## config.mk

```make
export PLATFORM = sky130hd
export DESIGN_NAME = cursor_linked_list_core
export DESIGN_NICKNAME = d
export VERILOG_FILES = /design/src/sv/cll_pkg.sv /design/src/sv/cll_ctrl.sv /design/src/sv/cll_dp.sv /design/src/sv/cursor_linked_list_core.sv
export SDC_FILE = /design/constraint.sdc
export NUM_CORES = 1
export LEC_CHECK = 0
export BUFFER_PORTS_ARGS = -buffer_cell sky130_fd_sc_hd__buf_4
export CAP_MARGIN = 20
export CORE_ASPECT_RATIO = 0.9
export CORE_UTILIZATION = 60
export DETAILED_ROUTE_END_ITERATION = 8
export HOLD_SLACK_MARGIN = 0.03
export PLACE_DENSITY = 0.77
export SETUP_SLACK_MARGIN = 0.2
export SYNTH_ARGS = -nofsm -noshare
export SYNTH_HDL_FRONTEND = slang
export SYNTH_SLANG_ARGS = --single-unit
```

## constraint.sdc

```tcl
create_clock -name clk -period 8.15 [get_ports clk]
set_input_delay 1.2225 -clock clk [delete_from_list [all_inputs] [get_ports clk]]
set_output_delay 1.2225 -clock clk [all_outputs]
set_load 0.01 [all_outputs]
```

## src/sv/cll_pkg.sv

```systemverilog
// cll_pkg: shared constants, types and codes for the cursor linked list core
// no dependencies
`timescale 1ns / 1ps
`default_nettype none
package cll_pkg;
  localparam int MAX_NODES  = 16;
  localparam int DATA_WIDTH = 32;
  localparam int LINK_COUNT = MAX_NODES + 1;
  localparam int LW = $clog2(LINK_COUNT);
  localparam int SW = $clog2(MAX_NODES);
  localparam int CW = $clog2(MAX_NODES + 1);

  typedef logic [LW-1:0] link_t;

  typedef enum logic [2:0] {
    K_APPEND = 3'd0, K_DELETE = 3'd1, K_CLEAR = 3'd2,
    K_FWD = 3'd3, K_BACK = 3'd4, K_READ = 3'd5
  } kind_t;

  typedef enum logic [1:0] {
    ST_OK = 2'd0, ST_EMPTY_READ = 2'd1, ST_FULL = 2'd2
  } status_t;

  typedef enum logic [1:0] {
    S_IDLE, S_EXEC, S_READ, S_RESP
  } fsm_t;

  // controller to datapath
  typedef struct packed {
    logic       load;
    logic       exec;
    logic       resp;
  } cll_cmd_t;
endpackage
`default_nettype wire

```

## src/sv/cll_ctrl.sv

```systemverilog
// cll_ctrl: request sequencer (load, execute, memory read, respond)
// depends on cll_pkg
`timescale 1ns / 1ps
`default_nettype none
module cll_ctrl (
  input  wire logic         clk,
  input  wire logic         rst_n,
  input  wire logic         start,
  output logic              busy,
  output cll_pkg::cll_cmd_t cmd
);
  cll_pkg::fsm_t state_r, state_nxt;

  // state register
  always_ff @(posedge clk) begin
    if (!rst_n) state_r <= cll_pkg::S_IDLE;
    else state_r <= state_nxt;
  end

  // next state and commands
  always_comb begin
    state_nxt = state_r;
    cmd = '0;
    busy = 1'b1;
    case (state_r)
      cll_pkg::S_IDLE: begin
        busy = 1'b0;
        if (start) begin
          cmd.load = 1'b1;
          state_nxt = cll_pkg::S_EXEC;
        end
      end
      cll_pkg::S_EXEC: begin
        cmd.exec = 1'b1;
        state_nxt = cll_pkg::S_READ;
      end
      // value memory read at the updated cursor
      cll_pkg::S_READ: begin
        state_nxt = cll_pkg::S_RESP;
      end
      cll_pkg::S_RESP: begin
        cmd.resp = 1'b1;
        state_nxt = cll_pkg::S_IDLE;
      end
      default: state_nxt = cll_pkg::S_IDLE;
    endcase
  end

`ifndef SYNTH
  a_load_exec: assert property (@(posedge clk) disable iff (!rst_n)
    cmd.load |=> cmd.exec) else $error("exec did not follow load");
  a_exec_resp: assert property (@(posedge clk) disable iff (!rst_n)
    cmd.exec |=> ##1 cmd.resp) else $error("resp did not follow exec");
  a_busy_one: assert property (@(posedge clk) disable iff (!rst_n)
    $onehot0({cmd.load, cmd.exec, cmd.resp})) else $error("command overlap");
`endif
endmodule
`default_nettype wire

```

## src/sv/cll_dp.sv

```systemverilog
// cll_dp: link registers, value memory, cursor and count
// depends on cll_pkg
`timescale 1ns / 1ps
`default_nettype none
module cll_dp (
  input  wire logic              clk,
  input  wire logic              rst_n,
  input  wire cll_pkg::cll_cmd_t cmd,
  input  wire logic [2:0]        in_kind,
  input  wire logic signed [31:0] in_value,
  output logic                   out_valid,
  output logic signed [31:0]     out_current_value,
  output logic                   out_has_current,
  output logic                   out_vacant,
  output logic                   out_is_full,
  output logic [1:0]             out_status
);
  localparam int LC = cll_pkg::LINK_COUNT;
  localparam int MN = cll_pkg::MAX_NODES;
  localparam int DW = cll_pkg::DATA_WIDTH;
  localparam int LW = cll_pkg::LW;
  localparam int SW = cll_pkg::SW;
  localparam int CW = cll_pkg::CW;

  cll_pkg::link_t next_r [LC];
  cll_pkg::link_t prev_r [LC];
  logic [MN-1:0]  used_r;
  cll_pkg::link_t cur_r;
  logic [CW-1:0]  cnt_r;
  logic [2:0]     kind_r;
  logic [DW-1:0]  val_r;
  logic [1:0]     stat_r;
  logic [DW-1:0]  mem [MN];
  logic [DW-1:0]  rd_r;

  // lowest free slot
  logic [SW-1:0] free_s;
  always_comb begin
    free_s = '0;
    for (int i = MN - 1; i >= 0; i--) if (!used_r[i]) free_s = SW'(i);
  end

  logic           full;
  cll_pkg::link_t new_n, tail, c_p, c_n, fwd, bck;
  assign full  = (cnt_r >= CW'(MN));
  assign new_n = LW'(free_s) + LW'(1);
  assign tail  = prev_r[0];
  assign c_p   = prev_r[cur_r];
  assign c_n   = next_r[cur_r];
  assign fwd   = (c_n == '0) ? next_r[0] : c_n;
  assign bck   = (c_p == '0) ? prev_r[0] : c_p;

  // request capture
  always_ff @(posedge clk) begin
    if (cmd.load) begin
      kind_r <= in_kind;
      val_r  <= DW'(in_value);
    end
  end

  // list update
  always_ff @(posedge clk) begin
    if (!rst_n) begin
      for (int i = 0; i < LC; i++) begin
        next_r[i] <= '0;
        prev_r[i] <= '0;
      end
      used_r <= '0;
      cur_r  <= '0;
      cnt_r  <= '0;
      stat_r <= cll_pkg::ST_OK;
    end else if (cmd.exec) begin
      stat_r <= cll_pkg::ST_OK;
      case (kind_r)
        cll_pkg::K_APPEND: begin
          if (full) stat_r <= cll_pkg::ST_FULL;
          else begin
            used_r[free_s] <= 1'b1;
            next_r[new_n]  <= '0;
            prev_r[new_n]  <= tail;
            next_r[tail]   <= new_n;
            prev_r[0]      <= new_n;
            cur_r          <= new_n;
            cnt_r          <= cnt_r + CW'(1);
          end
        end
        cll_pkg::K_DELETE: begin
          if (cnt_r != '0 && cur_r != '0) begin
            next_r[c_p] <= c_n;
            prev_r[c_n] <= c_p;
            used_r[SW'(cur_r - LW'(1))] <= 1'b0;
            cnt_r <= cnt_r - CW'(1);
            // head after unlink
            cur_r <= (c_p == '0) ? c_n : next_r[0];
          end
        end
        cll_pkg::K_CLEAR: begin
          for (int i = 0; i < LC; i++) begin
            next_r[i] <= '0;
            prev_r[i] <= '0;
          end
          used_r <= '0;
          cur_r  <= '0;
          cnt_r  <= '0;
        end
        cll_pkg::K_FWD:  cur_r <= fwd;
        cll_pkg::K_BACK: cur_r <= bck;
        cll_pkg::K_READ: if (cur_r == '0) stat_r <= cll_pkg::ST_EMPTY_READ;
        default: ;
      endcase
    end
  end

  // value memory
  always_ff @(posedge clk) begin
    if (cmd.exec && kind_r == cll_pkg::K_APPEND && !full) mem[free_s] <= val_r;
  end

  logic [SW-1:0] rd_a;
  assign rd_a = SW'(cur_r - LW'(1));
  always_ff @(posedge clk) begin
    rd_r <= mem[rd_a];
  end

  // result word
  logic [31:0] cv;
  always_comb begin
    cv = '0;
    cv[DW-1:0] = rd_r;
  end
  assign out_valid         = cmd.resp;
  assign out_current_value = (cur_r != '0) ? $signed(cv) : 32'sd0;
  assign out_has_current   = (cur_r != '0);
  assign out_vacant        = (cnt_r == '0);
  assign out_is_full       = full;
  assign out_status        = stat_r;

`ifndef SYNTH
  a_cnt_range: assert property (@(posedge clk) disable iff (!rst_n)
    cnt_r <= CW'(MN)) else $error("count overflow");
  a_cnt_used: assert property (@(posedge clk) disable iff (!rst_n)
    $countones(used_r) == int'(cnt_r)) else $error("count and slots disagree");
  a_empty_cur: assert property (@(posedge clk) disable iff (!rst_n)
    (cnt_r == '0) |-> (cur_r == '0)) else $error("cursor off sentinel on empty");
`endif
endmodule
`default_nettype wire

```

## src/sv/cursor_linked_list_core.sv

```systemverilog
// cursor_linked_list_core: top level of the cursor linked list
// depends on cll_pkg, cll_ctrl, cll_dp
//
// usage:
//   raise start with in_kind and in_value while busy is low; the word is
//   taken at that edge. kinds: append, delete at cursor, clear, step
//   forward, step back, read.
//   the result word appears on the out_ ports for one cycle with
//   out_valid high, after the execute, memory read and respond states
//   that follow the accept edge. a new request is taken in the cycle
//   after that; busy stays high until then, so no request is taken
//   before the last result is shown. the memory read state comes from
//   the registered read of the value memory after the link update.
//   reset (rst_n low, synchronous) empties the list and parks the cursor
//   on the sentinel; value slots stay undefined until appended.
//   status: ok, read of empty list, or append refused when full.
`timescale 1ns / 1ps
`default_nettype none
module cursor_linked_list_core (
  input  wire logic               clk,
  input  wire logic               rst_n,
  input  wire logic               start,
  output logic                    busy,
  input  wire logic [2:0]         in_kind,
  input  wire logic signed [31:0] in_value,
  output logic                    out_valid,
  output logic signed [31:0]      out_current_value,
  output logic                    out_has_current,
  output logic                    out_vacant,
  output logic                    out_is_full,
  output logic [1:0]              out_status
);
  cll_pkg::cll_cmd_t cmd;

  cll_ctrl u_ctrl (.clk(clk), .rst_n(rst_n), .start(start), .busy(busy), .cmd(cmd));

  cll_dp u_dp (
    .clk(clk), .rst_n(rst_n), .cmd(cmd), .in_kind(in_kind), .in_value(in_value),
    .out_valid(out_valid), .out_current_value(out_current_value),
    .out_has_current(out_has_current), .out_vacant(out_vacant),
    .out_is_full(out_is_full), .out_status(out_status)
  );
endmodule
`default_nettype wire

```

# Word level (Yosys, flattened, before mapping)
# Memory sizes are Yosys's and may differ from the RTL's. A register that Yosys moved wholly into a read port is not among the register bits.
# Cells that the tools add are included.
# word_totals
register_bits	65
ram_bits	682
input_bits	38
output_inout_bits	39
word_cells	205
mem_count	3
# classes
add_sub_neg	4
order_cmp	5
eq_ne	11
muxes	114
n_bitwise	38
n_reduce_logical	23
# memory_table
memory	words	width	rd	rd_clocked_by_memory_dff	wr	line	source
u_dp.mem	16	32	1	1	1	cll_dp.sv:33	logic [DW-1:0] mem [MN];
u_dp.next_r	17	5	2	1	17	cll_dp.sv:25	cll_pkg::link_t next_r [LC];
u_dp.prev_r	17	5	2	1	17	cll_dp.sv:26	cll_pkg::link_t prev_r [LC];
# ops
operator	count
$mux 5	56
$mux 4	16
$pmux 16 s3	1
$or 1x1->1	35
$mux 16	2
$mux 32	1
$mux 1	30
$pmux 5 s5	1
$reduce_or 5->1	5
$logic_not 5->1	4
$and 16x16->16	1
$not 16->16	1
$or 16x16->16	1
$pmux 5 s3	1
$reduce_bool 5->1	3
$lt 4x5->1 const B	2
$demux 1 s4	2
$ge 4x1->1 const B	2
$pmux 2 s4	1
$reduce_and 4->1	2
$eq 3x2->1 const B	2
$eq 3x3->1 const B	2
$add 4x1->5 const B	1
$add 5x1->5 const B	1
15 further kinds	22

# Depth between registers and ports, before layout
# depth
word_depth	23
mapped_depth	18
depth_no_buf	11

# Hierarchy
# From an unflattened synthesis, not the netlist that was laid out.
# unflattened
cells_unflattened	2158
hier_area_um2	38418.1
# by_module_without_submodules
mod	instances	cells_each	area_per_inst_um2	seq_area_each_um2
cll_dp	1	2141	38249.2	27336.2
cll_ctrl	1	17	168.9	40.0

# Worst setup path after synthesis
# No wires, ideal clock.
# synth_timing
path_type	reg-to-reg
startpoint	reg u_dp.cur_r[0]
endpoint	mem u_dp.next_r[29][0] (netlist bit) (enable)
setup_time_ps	376
t_arrival_ps	3944
t_required_ps	7774
setup_slack_ps	3829
path_stages_with_launch	17
path_buffers	7
period_less_slack_ps	4321
path_cell_list	dfxtp_1 clkbuf_1 clkbuf_1 buf_1 inv_1 ha_1 or4b_1 clkbuf_1 o21ai_1 or3_1 buf_2 nor2_2 a21oi_2 buf_2 or2_2 buf_2 o31ai_1
# synth_lines
item	line	source
start: declaration	cll_dp.sv:28	cll_pkg::link_t cur_r;
start signal: assignment	cll_dp.sv:83	cur_r <= new_n;
start signal: assignment	cll_dp.sv:94	cur_r <= (c_p == '0) ? c_n : next_r[0];
start signal: assignment	cll_dp.sv:106	cll_pkg::K_FWD: cur_r <= fwd;
end: declaration	cll_dp.sv:25	

==> results.tsv <==
stage	metric	value	unit
run_status	outcome	completed	
placement	dpl hpwl	53100	um
grt	routing usage on met2	0.446	
grt	largest net degree at the start of global routing	77	
timing	Max Slew Vio Count	0	
grt	first-pass GRT wire length	139000	um
yosys	flop and latch count out of synthesis	934	
yosys	mean post-synth cell area	17.1	um2
detailed_routing	drt wl/cell	28.9	um
layout	Final nets	2381	
yosys	number of synthesized flops with an enable pin	867	
timing	Tmin final	6.06	ns
clock_network	# resized after CTS	0	
grt	most used routing layer	met2	
timing	Total Neg Setup Slack	0	ns
layout	Layout area overhead	11.5	%
timing	crit share post-route	0.744	
yosys	synthesized area	0.0388	mm2
critical_path	crit path buf inv count	1	
clock_network	hold_buf cts	0	
timing	unrepaired setup endpoints after global routing	false	
grt	met3 GRT Util	0.0596	
clock_network	clk slew on worst S/H paths	0.07	ns
layout	Final Core Density	0.676	
clock_network	CTS tree	yes	
layout	fill count	4025	
yosys	yosys warns	0	
grt	vias in the first global route	22100	
timing	Worst-Margin Slew	1.18	ns
timing	final clock skew	0.0169	ns
yosys	FFs w/ async S/R, synth	0	
critical_path	slowest stage delay, CP	0.96	ns
detailed_routing	drt total wl	94300	um
critical_path	Setup crit start kind	flop	
die	Initial Util	0.606	
yosys	Synth area leader	edfxtp_1	
critical_path	Setup Crit Path Kind	reg -> reg	
clock_network	CTS Buf Count	91	
clock_network	Sink Count	934	
yosys	Seq/Total Area, Yosys	0.705	
yosys	Cells after Synth	2266	
critical_path	Crit path arrival time	6.35	ns
detailed_routing	Via density	6.84	
timing	Setup violations, final	0	
grt	GR Layer Usage met1	0.414	
clock_network	clock tree buffer depth	3	
critical_path	Reg2Reg Setup Slack	2.09	ns
clock_network	clock latency on the worst-skew pair	0.65	ns
critical_path	slowest CP cell	or4b_2	
critical_path	Critical Path RT	8.44	ns
grt	Tot GR Track Use	0.288	
timing	normalized max-slew margin	0.214	
die	Die ar.	0.0657	mm2
yosys	ys flop type	edfxtp_1	
yosys	synth unique cells	81	
grt	Congestion Overflow GR	0	
hold_path	Hold Crit Class	reg -> reg	
detailed_routing	Starting DRT DRC Count	3218	
die	Core Box Area	0.0641	mm2
power_and_ir_drop	LEAKAGE	14.0	nW
layout	Register Area	0.0274	mm2
placement	Routability Congestion	0.929	
clock_network	setup repair bufs after CTS	0	
critical_path	crit-path cells	inv_1 -> ha_4 -> or4b_2 -> o21ai_1 -> or3_1 -> nand3_1 -> o21ai_1 -> nand2b_1 -> nand2b_1 -> o211ai_1	
yosys	top cells by area, synth	edfxtp_1 67%, mux4_2 12%, dfxtp_1 3.5%, o21ai_0 1.6%, mux4_1 1.4%	
die	Die H	243	um
die	Die X-Extent	270	um
critical_path	worst-path fanout max	43	
detailed_routing	antenna viol nets, final	0	
die	Top Ports	77	
timing	Fin. Hold Viols	0	
layout	Multi-input gate area	0.0107	mm2
timing	f_max	165	MHz
layout	share of cells above drive strength 1	0.219	
yosys	syn_nets	2322	
power_and_ir_drop	total power	12.5	mW
clock_network	htree depth	3	
clock_network	CTS root buffer	clkbuf_16	
power_and_ir_drop	power density cells	289	mW/mm2
yosys	top cell type's share of synthesized area	0.671	
critical_path	Worst Setup End Kind	flop	
die	row count	88	
detailed_routing	Detailed Routing Iterations Pass 1	7	
job	max_cap viols	0	
grt	initial antenna violation count	4	
placement	I/O Buffers	76	
detailed_routing	Residual DRC	0	
critical_path	critical path's top delay family	simple AND/OR/NAND/NOR gates	
detailed_routing	via count	22300	
power_and_ir_drop	maximum vdd ir drop	0.273	mV
## per-stage QoR
| step | instance area [um2] | hold WS (ns) | std cells | setup slack [ns] |
|---|---|---|---|---|
| final | 43300 | 0.513 | 3258 | 2.09 |
| after global routing | 43300 | 0.522 | 3258 | 1.72 |
| after CTS | 43200 | 0.510 | 3251 | 2.17 |
| after detailed placement | 40200 | 0.499 | 3083 | 2.14 |
| after global placement | 40200 | 0.483 | 3080 | 2.36 |
| after floorplan | 38800 | 0.468 | 2266 | 3.83 |
## sequential cells by signal, summed over array words and instances, names as in the netlist, named ones only
name and count:
u_dp.cnt_r 5, u_dp.used_r 16, u_dp.kind_r 3, u_dp.out_status 2
u_dp.cv 32, u_dp.val_r 32, u_dp.next_r 160, u_dp.cur_r 5
u_ctrl.state_r 2, u_dp.mem 512, u_dp.prev_r 160
## final timing paths
kind	start	endpoint	cells after the start
setup reg to reg	u_dp.cur_r[0]$_SDFFE_PN0P_	u_dp.next_r[1][0]$_DFFE_PP_	10
hold reg to reg	u_dp.used_r[14]$_SDFFE_PN0P_	u_dp.used_r[14]$_SDFFE_PN0P_	2
setup / recovery	u_dp.cur_r[0]$_SDFFE_PN0P_	u_dp.next_r[1][0]$_DFFE_PP_	10
hold / removal	u_dp.used_r[14]$_SDFFE_PN0P_	u_dp.used_r[14]$_SDFFE_PN0P_	2
## cell usage in the layout (no fill, tap or decap), types with 10 or more instances in the layout
cell type,count
o211ai_1,21
inv_1,28
nand2_1,131
mux4_1,20
ha_1,16
edfxtp_1,867
bufinv_16,10
nor2_1,128
mux4_2,209
a21oi_1,44
nand2b_1,30
clkinv_2,13
nor2b_1,11
o32ai_1,35
a31oi_1,23
clkbuf_1,24
o22ai_1,60
o21ai_0,123
and2_1,38
buf_4,111
nand3_1,43
dfxtp_1,63
a22oi_1,10
clkbuf_16,91
mux2i_1,29
or3_1,11
## cells in the mapped netlist (4+ instances only)
library cell,count
buf_12,4
or2_2,9
buf_1,14
buf_2,31
buf_4,5
a22oi_1,10
a211oi_1,4
a31oi_1,23
a21oi_1,45
mux4_1,20
o32ai_1,35
nand3_1,43
a21o_1,5
nand4_1,8
and2_1,39
xnor2_1,6
ha_1,17
o31ai_1,5
nor3_1,10
nor3b_1,5
edfxtp_1,867
o211ai_1,21
and3_1,12
nor2_1,133
o21ai_1,8
o21a_1,5
o22ai_1,60
nand2_1,132
or4_1,6
mux4_2,209
buf_6,4
nor2b_1,11
or3_1,11
nand3b_1,5
or2_1,9
o21ai_0,124
inv_1,36
nand2b_1,30
clkbuf_1,94
mux2i_1,29
dfxtp_1,67
## worst min-delay path, cell delays in order (launching register included)
cell and delay (ns):
dfxtp_1 0.33, o21ai_0 0.08, a21oi_1 0.06
## cell families (layout without fill, tap and decap cells)
family                     count (synthesis)  count (layout)  share of synthesized area
AOI/OAI and AO/OA                        371             371                     0.0601
and+or+nand+nor                          487             487                     0.0621
adders and majority gates                 18              18                    0.00599
DFF                                      934             934                      0.705
other                                      0               3                          0
buffers and inverters                    189             323                     0.0225
xor gates and xnor gates                   9               9                    0.00203
muxes                                    258             258                      0.142
## layout make-up
type	count	share of cell area
tap	855	0.0247
multi-input combinational	1143	0.247
timing repair buffer	119	0.0223
clock inverter	46	0.0135
sequential	934	0.632
inverter	36	0.00312
antenna	3	0.000173
clock buffer	122	0.0569
## layer usage
layer	part of all wire	vias up
li1	-	9227
met1	0.38	11300
met5	0	-
met3	0.11	226
met4	0.030	0
met2	0.48	1562
## power by group
| part | switching [mW] | internal, mW | leakage [nW] |
|---|---|---|---|
| Clock | 1.81 | 2.47 | 1.47 |
| Sequential | 0.262 | 5.60 | 8.79 |
| Combinational | 1.30 | 1.06 | 3.70 |
(Power assumes the default switching activity.)
